--- config.mk ---
export PLATFORM = sky130hd
export DESIGN_NAME = sha4l_round
export DESIGN_NICKNAME = d
export VERILOG_FILES = /design/src/sv/sha4l_pkg.sv /design/src/sv/sha4l_round.sv
export SDC_FILE = /design/constraint.sdc
export NUM_CORES = 1
export LEC_CHECK = 0
export BUFFER_PORTS_ARGS = -buffer_cell sky130_fd_sc_hd__buf_2
export CAP_MARGIN = 15
export CORE_MARGIN = 2
export CORE_UTILIZATION = 63
export DETAILED_ROUTE_END_ITERATION = 16
export GPL_ROUTABILITY_DRIVEN = 0
export PLACE_DENSITY = 0.88
export SLEW_MARGIN = 20
export SYNTH_ARGS = -nofsm -noshare
export SYNTH_HDL_FRONTEND = slang
export SYNTH_SLANG_ARGS = --single-unit
--- constraint.sdc ---
create_clock -name clk -period 11.06 [get_ports clk]
set_clock_uncertainty 0.1 [all_clocks]
set_input_delay 0 -clock clk [delete_from_list [all_inputs] [get_ports clk]]
set_output_delay 0 -clock clk [all_outputs]
set_load 0.005 [all_outputs]
--- src/sv/sha4l_pkg.sv ---
package sha4l_pkg;

  localparam int LANES = 4;
  localparam int BLOCK_WORDS = 16;
  localparam int ROUNDS = 64;
  localparam int DIGEST_WORDS = 8;

  typedef logic [31:0] word_t;
  typedef logic [LANES-1:0][31:0] lanes_t;
  typedef logic [DIGEST_WORDS-1:0][31:0] hstate_t;

  typedef struct packed {
    logic [31:0] word_lane0;
    logic [31:0] word_lane1;
    logic [31:0] word_lane2;
    logic [31:0] word_lane3;
  } in_item_t;

  typedef struct packed {
    logic [31:0] digest_lane0;
    logic [31:0] digest_lane1;
    logic [31:0] digest_lane2;
    logic [31:0] digest_lane3;
    logic        final_word;
  } out_item_t;

  // round issue request, top level to schedule unit
  typedef struct packed {
    logic       valid;
    logic [5:0] t;
  } sched_req_t;

  // per-round control, schedule unit to the lane round units
  typedef struct packed {
    logic valid;
    logic last;
  } rnd_ctl_t;

  // entry 0 is H0
  localparam hstate_t START_H = {
    32'h5be0cd19, 32'h1f83d9ab, 32'h9b05688c, 32'h510e527f,
    32'ha54ff53a, 32'h3c6ef372, 32'hbb67ae85, 32'h6a09e667
  };

  localparam word_t ROUND_K [ROUNDS] = '{
    32'h428a2f98, 32'h71374491, 32'hb5c0fbcf, 32'he9b5dba5,
    32'h3956c25b, 32'h59f111f1, 32'h923f82a4, 32'hab1c5ed5,
    32'hd807aa98, 32'h12835b01, 32'h243185be, 32'h550c7dc3,
    32'h72be5d74, 32'h80deb1fe, 32'h9bdc06a7, 32'hc19bf174,
    32'he49b69c1, 32'hefbe4786, 32'h0fc19dc6, 32'h240ca1cc,
    32'h2de92c6f, 32'h4a7484aa, 32'h5cb0a9dc, 32'h76f988da,
    32'h983e5152, 32'ha831c66d, 32'hb00327c8, 32'hbf597fc7,
    32'hc6e00bf3, 32'hd5a79147, 32'h06ca6351, 32'h14292967,
    32'h27b70a85, 32'h2e1b2138, 32'h4d2c6dfc, 32'h53380d13,
    32'h650a7354, 32'h766a0abb, 32'h81c2c92e, 32'h92722c85,
    32'ha2bfe8a1, 32'ha81a664b, 32'hc24b8b70, 32'hc76c51a3,
    32'hd192e819, 32'hd6990624, 32'hf40e3585, 32'h106aa070,
    32'h19a4c116, 32'h1e376c08, 32'h2748774c, 32'h34b0bcb5,
    32'h391c0cb3, 32'h4ed8aa4a, 32'h5b9cca4f, 32'h682e6ff3,
    32'h748f82ee, 32'h78a5636f, 32'h84c87814, 32'h8cc70208,
    32'h90befffa, 32'ha4506ceb, 32'hbef9a3f7, 32'hc67178f2
  };

  function automatic word_t ssig0(input word_t x);
    ssig0 = {x[6:0], x[31:7]} ^ {x[17:0], x[31:18]} ^ {3'b000, x[31:3]};
  endfunction

  function automatic word_t ssig1(input word_t x);
    ssig1 = {x[16:0], x[31:17]} ^ {x[18:0], x[31:19]} ^ {10'd0, x[31:10]};
  endfunction

  function automatic word_t bsig0(input word_t x);
    bsig0 = {x[1:0], x[31:2]} ^ {x[12:0], x[31:13]} ^ {x[21:0], x[31:22]};
  endfunction

  function automatic word_t bsig1(input word_t x);
    bsig1 = {x[5:0], x[31:6]} ^ {x[10:0], x[31:11]} ^ {x[24:0], x[31:25]};
  endfunction

endpackage

--- src/sv/sha4l_round.sv ---
module sha4l_round (
  input  logic               clk,
  input  logic               init,
  input  logic               step,
  input  logic [31:0]        kw,
  output sha4l_pkg::hstate_t v_o
);
  import sha4l_pkg::*;

  hstate_t v_r;
  hstate_t v_nxt;
  word_t   ch;
  word_t   maj;
  word_t   t1;
  word_t   t2;

  always_comb begin
    ch    = (v_r[4] & v_r[5]) ^ (~v_r[4] & v_r[6]);
    maj   = (v_r[0] & v_r[1]) ^ (v_r[0] & v_r[2]) ^ (v_r[1] & v_r[2]);
    t1    = v_r[7] + bsig1(v_r[4]) + ch + kw;
    t2    = bsig0(v_r[0]) + maj;
    v_nxt = v_r;
    if (init) begin
      v_nxt = START_H;
    end else if (step) begin
      v_nxt[7] = v_r[6];
      v_nxt[6] = v_r[5];
      v_nxt[5] = v_r[4];
      v_nxt[4] = v_r[3] + t1;
      v_nxt[3] = v_r[2];
      v_nxt[2] = v_r[1];
      v_nxt[1] = v_r[0];
      v_nxt[0] = t1 + t2;
    end
  end

  always_ff @(posedge clk) begin
    v_r <= v_nxt;
  end

  assign v_o = v_r;

endmodule
Yosys cells after proc, flatten, opt, wreduce, memory -nomap -nowiden
Index checks and enable logic that the tools add are counted.

storage, ports and cells
  register bits = 256
  input port bits = 35
  output and inout bits = 256
  logic and storage cells = 27

operators by class
  add/subtract/negate cells = 6
  bitwise gates (word level) = 13

operators with widths
  operator            number
  XOR 32 bit          7
  adder 32 bit        6
  bitwise AND 32 bit  5
  inverter 32 bit     1

Depth between registers and ports, before layout
  depth in word-level cells = 6
  gate-level depth with buffers = 29
  gate-level depth less buffers = 27

Worst setup path after synthesis
No wires, ideal clock.

  path kind = register to register
  from = register v_r, in the netlist v_o[129]
  to = register v_r, in the netlist v_o[23]
  library setup time = 132 ps
  arrival = 6334 ps
  required time = 10828 ps
  slack = 4495 ps
  stages on the path, launching flop included = 30
  buffers on the path = 2
  period minus slack after synthesis = 6565 ps
  cell sequence = dfxtp_1 > clkbuf_1 > mux2_2 > fa_1 > fa_1 > ha_1 > inv_1 > fa_1 > nor2b_1 > o31a_1 > o21ai_0 > a21boi_0 > o21ai_0 > nand2b_1 > a21oi_1 > o21bai_1 > xnor2_1 > fa_1 > inv_1 > ha_1 > clkbuf_1 > nand3_1 > nor2_1 > a21oi_1 > o31ai_4 > a41o_1 > a311o_1 > o31ai_1 > xor2_1 > o22ai_1

between the ends
  cells in the longest elaborated chain, start to end = 6
  elaborated cells on any way between the ends = 10
  those cells by class = add/sub (4); bitwise (6)

RTL lines
  what                                                     RTL line                              source
  start, declared                                          sha4l_round.sv:10                     hstate_t v_r;
  start signal, assigned                                   sha4l_round.sv:38                     v_r <= v_nxt;
  XOR 32 bit / inverter 32 bit (equally long branches)     sha4l_pkg.sv:77, sha4l_round.sv:18
  XOR 32 bit / bitwise AND 32 bit (equally long branches)  sha4l_pkg.sv:77, sha4l_round.sv:18
  adder 32 bit / XOR 32 bit (equally long branches)        sha4l_round.sv:20, sha4l_round.sv:18
  adder 32 bit * (2 in series)                             sha4l_round.sv:20                     t1 = v_r[7] + bsig1(v_r[4]) + ch + kw;
  adder 32 bit *                                           sha4l_round.sv:33                     v_nxt[0] = t1 + t2;

Mark *: on every way between the ends. The rest lies on a longest branch, timed or not.
A chain may end at the register's enable or synchronous reset.

Worst setup path in the final report
  from = register v_r, in the netlist v_o[128]
  to = register v_r, in the netlist v_o[31]

The elaborated chain is that of the path after synthesis.

==> out/qor.csv <==
stage,metric,value,unit
cells_and_area,fillCellCount,2059,
timing,drv_slew,0,
timing,period_minus_slack,7.13,ns
clock_tree,worstSkewPairLatency,0.56,ns
cells_and_area,fin_nets,2490,
critical_path,r2r_setup_slack,3.93,ns
logic_synthesis,synth_xor_xnor_area_share,10.2,%
timing,setup_tns,0,ns
clock_tree,path_clk_slew,0.06,ns
critical_path,reg2reg_to,v_o[31]$_SDFFE_PP0P_,
critical_path,crit_path_end,v_o[31]$_SDFFE_PP0P_,
cells_and_area,antenna_cells,0,
clock_tree,clockBufferDepth,3,
timing,period_share,64.5,%
logic_synthesis,synth_nets,2294,
logic_synthesis,yosysWarnings,0,
detailed_routing,postRouteAntennaNets,0,
logic_synthesis,synth_flop_cell,dfxtp_1,
detailed_routing,via_per_inst,5.91,
logic_synthesis,synthCells,2072,
logic_synthesis,synthTopCellsByArea,"dfxtp_1 (28%), mux2i_1 (13%), fa_1 (10%), ha_1 (6.3%), xnor2_1 (5.7%)",
logic_synthesis,async_reset_ff_share,0,%
grt,grt_pass1_vias,15200,
logic_synthesis,syn_avg_cell_area,8.76,um^2
clock_tree,htreeDepth,1,
critical_path,path_buf_inv,3,
clock_tree,numCtsBuffers,28,
cells_and_area,largest_reg_flops,256,
logic_synthesis,syn_area,0.0182,mm^2
grt,grt_max_degree,78,
die,fp.dieW,174,um
critical_path,cp_max_fo,7,
critical_path,rr_worst_depth,26,
detailed_routing,vias,15800,
timing,finalHoldViolCount,0,
cells_and_area,seq_area,0.00512,mm^2
critical_path,crit_path_top_delay_cell,dfxtp_1,
critical_path,reg2reg_from,v_o[128]$_SDFFE_PP1P_,
logic_synthesis,synth_edf_count,0,
critical_path,crit_cells,26,
timing,rsz0062_at_grt,no,
critical_path,cp-startpoint,v_o[128]$_SDFFE_PP1P_,
clock_tree,cts_tree,yes,
grt,grt.overflow.total,0,
timing,fmax,140,MHz
critical_path,start_kind,register,
status,status,finished clean,
die,die-area,0.0302,mm^2
placement,dp_hpwl,40.7,mm
cells_and_area,multiInputGateArea,0.0117,mm^2
timing,worst_slew_pin_slew,1.07,ns
detailed_routing,dr.pass1.iters,6,
grt,grt_usage,34.6,%
job,maxCapViolCount,0,
critical_path,cp-end-kind,register,
timing,setup_viol,0,
timing,fin_ws,3.93,ns
logic_synthesis,synth_mux_area_share,13.3,%
placement,dp_slack,4.01,ns
hold_path,hp-class,primary input to register,
logic_synthesis,synthTopCellsByCount,"dfxtp_1 (256), mux2i_1 (229), inv_1 (213)",
placement,io_buffers,290,
critical_path,cp.required,11.43,ns
clock_tree,cts_post_setup_buffers_inserted,0,
die,fp.dieH,174,um
detailed_routing,wire_per_inst,20.1,um
clock_tree,cts_sinks,256,
logic_synthesis,synthAdderAreaFrac,16.9,%
critical_path,cp_slowest_stage_delay,0.53,ns
logic_synthesis,synth_top_family_by_area,adder cells,
timing,max_slew_margin,28.9,%
logic_synthesis,synth-simple-area-share,10.7,%
logic_synthesis,synth_most_common_cell,dfxtp_1,
grt,grt_pass1_wl,83.1,mm
critical_path,cpMostUsedCell,fa_1,
critical_path,crit_family,adder cells,
die,start_util,63.6,%
cells_and_area,drive_gt1_share,16.1,%
die,top_level_ports,291,
clock_tree,root_buffer,clkbuf_16,
cells_and_area,area_growth,13.9,%
critical_path,crit_arrival,7.51,ns
detailed_routing,routed_wl,53.6,mm
grt,antenna_found_initial,0,
die,num_rows,62,
logic_synthesis,yosys.area.top_type,dfxtp_1,
logic_synthesis,yosysSeqAreaShare,28.2,%
detailed_routing,drc,0,
logic_synthesis,ys_types,69,
logic_synthesis,ys_ff_latch,256,
cells_and_area,postLayoutCoreUtil,72.4,%
detailed_routing,drt_iter0_drc,1536,
logic_synthesis,synth_top_area_share,28.2,%
critical_path,crit_type,register to register,
logic_synthesis,synth_compound_area_share,13.4,%
die,core_area,0.0285,mm^2
## timing repair
item	in CTS	in global routing
endpoints found under the setup margin	0	0
hold buffers	3	0
hold endpoints to repair	88	0
gates resized for setup	0	0
## stage by stage
stage	cells	hold slack [ns]	cell area (um^2)
finish	2672	0.163	20700
global route	2672	0.230	20700
CTS	2672	0.145	20700
detailed placement	2619	0.305	19700
global placement	2619	0.301	19700
floorplan	2072	0.191	18200
## worst min-delay path by stage
stage	startpoint	to	slack (ns)	depth (start not counted)
5_1_grt	kw[0]	v_o[128]$_SDFFE_PP1P_	0.23	6
3_3_place_gp	v_o[232]$_SDFFE_PP1P_	v_o[232]	0.30	1
2_1_floorplan	v_o[133]$_SDFFE_PP1P_	v_o[133]	0.19	0
3_5_place_dp	v_o[232]$_SDFFE_PP1P_	v_o[232]	0.31	1
4_1_cts	kw[0]	v_o[0]$_SDFFE_PP1P_	0.15	6
6_report	kw[0]	v_o[0]$_SDFFE_PP1P_	0.16	6
## worst register-to-register path, stage by stage (launching register included)
cell      delay [ns]
dfxtp_1         0.53
mux2_2          0.40
fa_1            0.39
fa_1            0.52
ha_1            0.18
inv_1           0.07
fa_1            0.46
nor2b_1         0.16
o31a_1          0.19
o311ai_2        0.14
a21oi_1         0.26
o22a_1          0.29
a21oi_1         0.10
o21ai_0         0.20
xor2_1          0.28
inv_1           0.10
fa_1            0.51
inv_1           0.05
ha_1            0.21
or4_1           0.52
o22ai_1         0.25
nand3_1         0.12
a211oi_1        0.29
nor2_1          0.13
a211oi_1        0.26
xnor2_1         0.11
a211oi_2        0.22
## routing by layer
layer  vias up  global-route usage [%]  wire, um
li1       7278                       -         -
met1      7506                    44.9     21400
met2       821                    55.8     24400
met3       194                    6.36      4800
met4         0                    16.6      2990
met5         -                       0         0
## cells by family (layout without fill, tap and decap cells)
logic type      count (synthesis)  count (layout)
compound gates                373             373
buf+inv                       349             565
flops                         256             256
simple gates                  454             454
mux                           240             240
fa+ha+maj                     189             189
xor+xnor                      211             211
## cell type report
type                            instances  share of cell area, %
Sequential cell                       256                   24.8
Multi-Input combinational cell       1467                   56.7
Clock inverter                         16                  0.968
Inverter                              214                   3.90
Tap cell                              384                   2.32
Timing Repair Buffer                  301                   7.52
Clock buffer                           34                   3.84
## placed cells by master, fill, tap and decap left out, types with 14 or more instances in the layout
| cell | Yosys | final |
|---|---|---|
| o21a_1 | 18 | 18 |
| a21o_1 | 66 | 66 |
| mux2i_1 | 229 | 229 |
| nand3_1 | 14 | 14 |
| buf_2 | 1 | 288 |
| dfxtp_1 | 256 | 256 |
| o21ai_0 | 97 | 97 |
| nor3_1 | 19 | 19 |
| inv_1 | 213 | 213 |
| nand2_1 | 176 | 176 |
| xor2_1 | 92 | 92 |
| nor2_1 | 175 | 175 |
| a21oi_1 | 79 | 79 |
| o211ai_1 | 20 | 20 |
| ha_1 | 92 | 92 |
| clkbuf_16 | 0 | 29 |
| fa_1 | 95 | 95 |
| xnor2_1 | 119 | 119 |
Power is left out: the tool's default activity adds up to more than one toggle a clock period on the data nets, which glitch-free logic cannot reach.
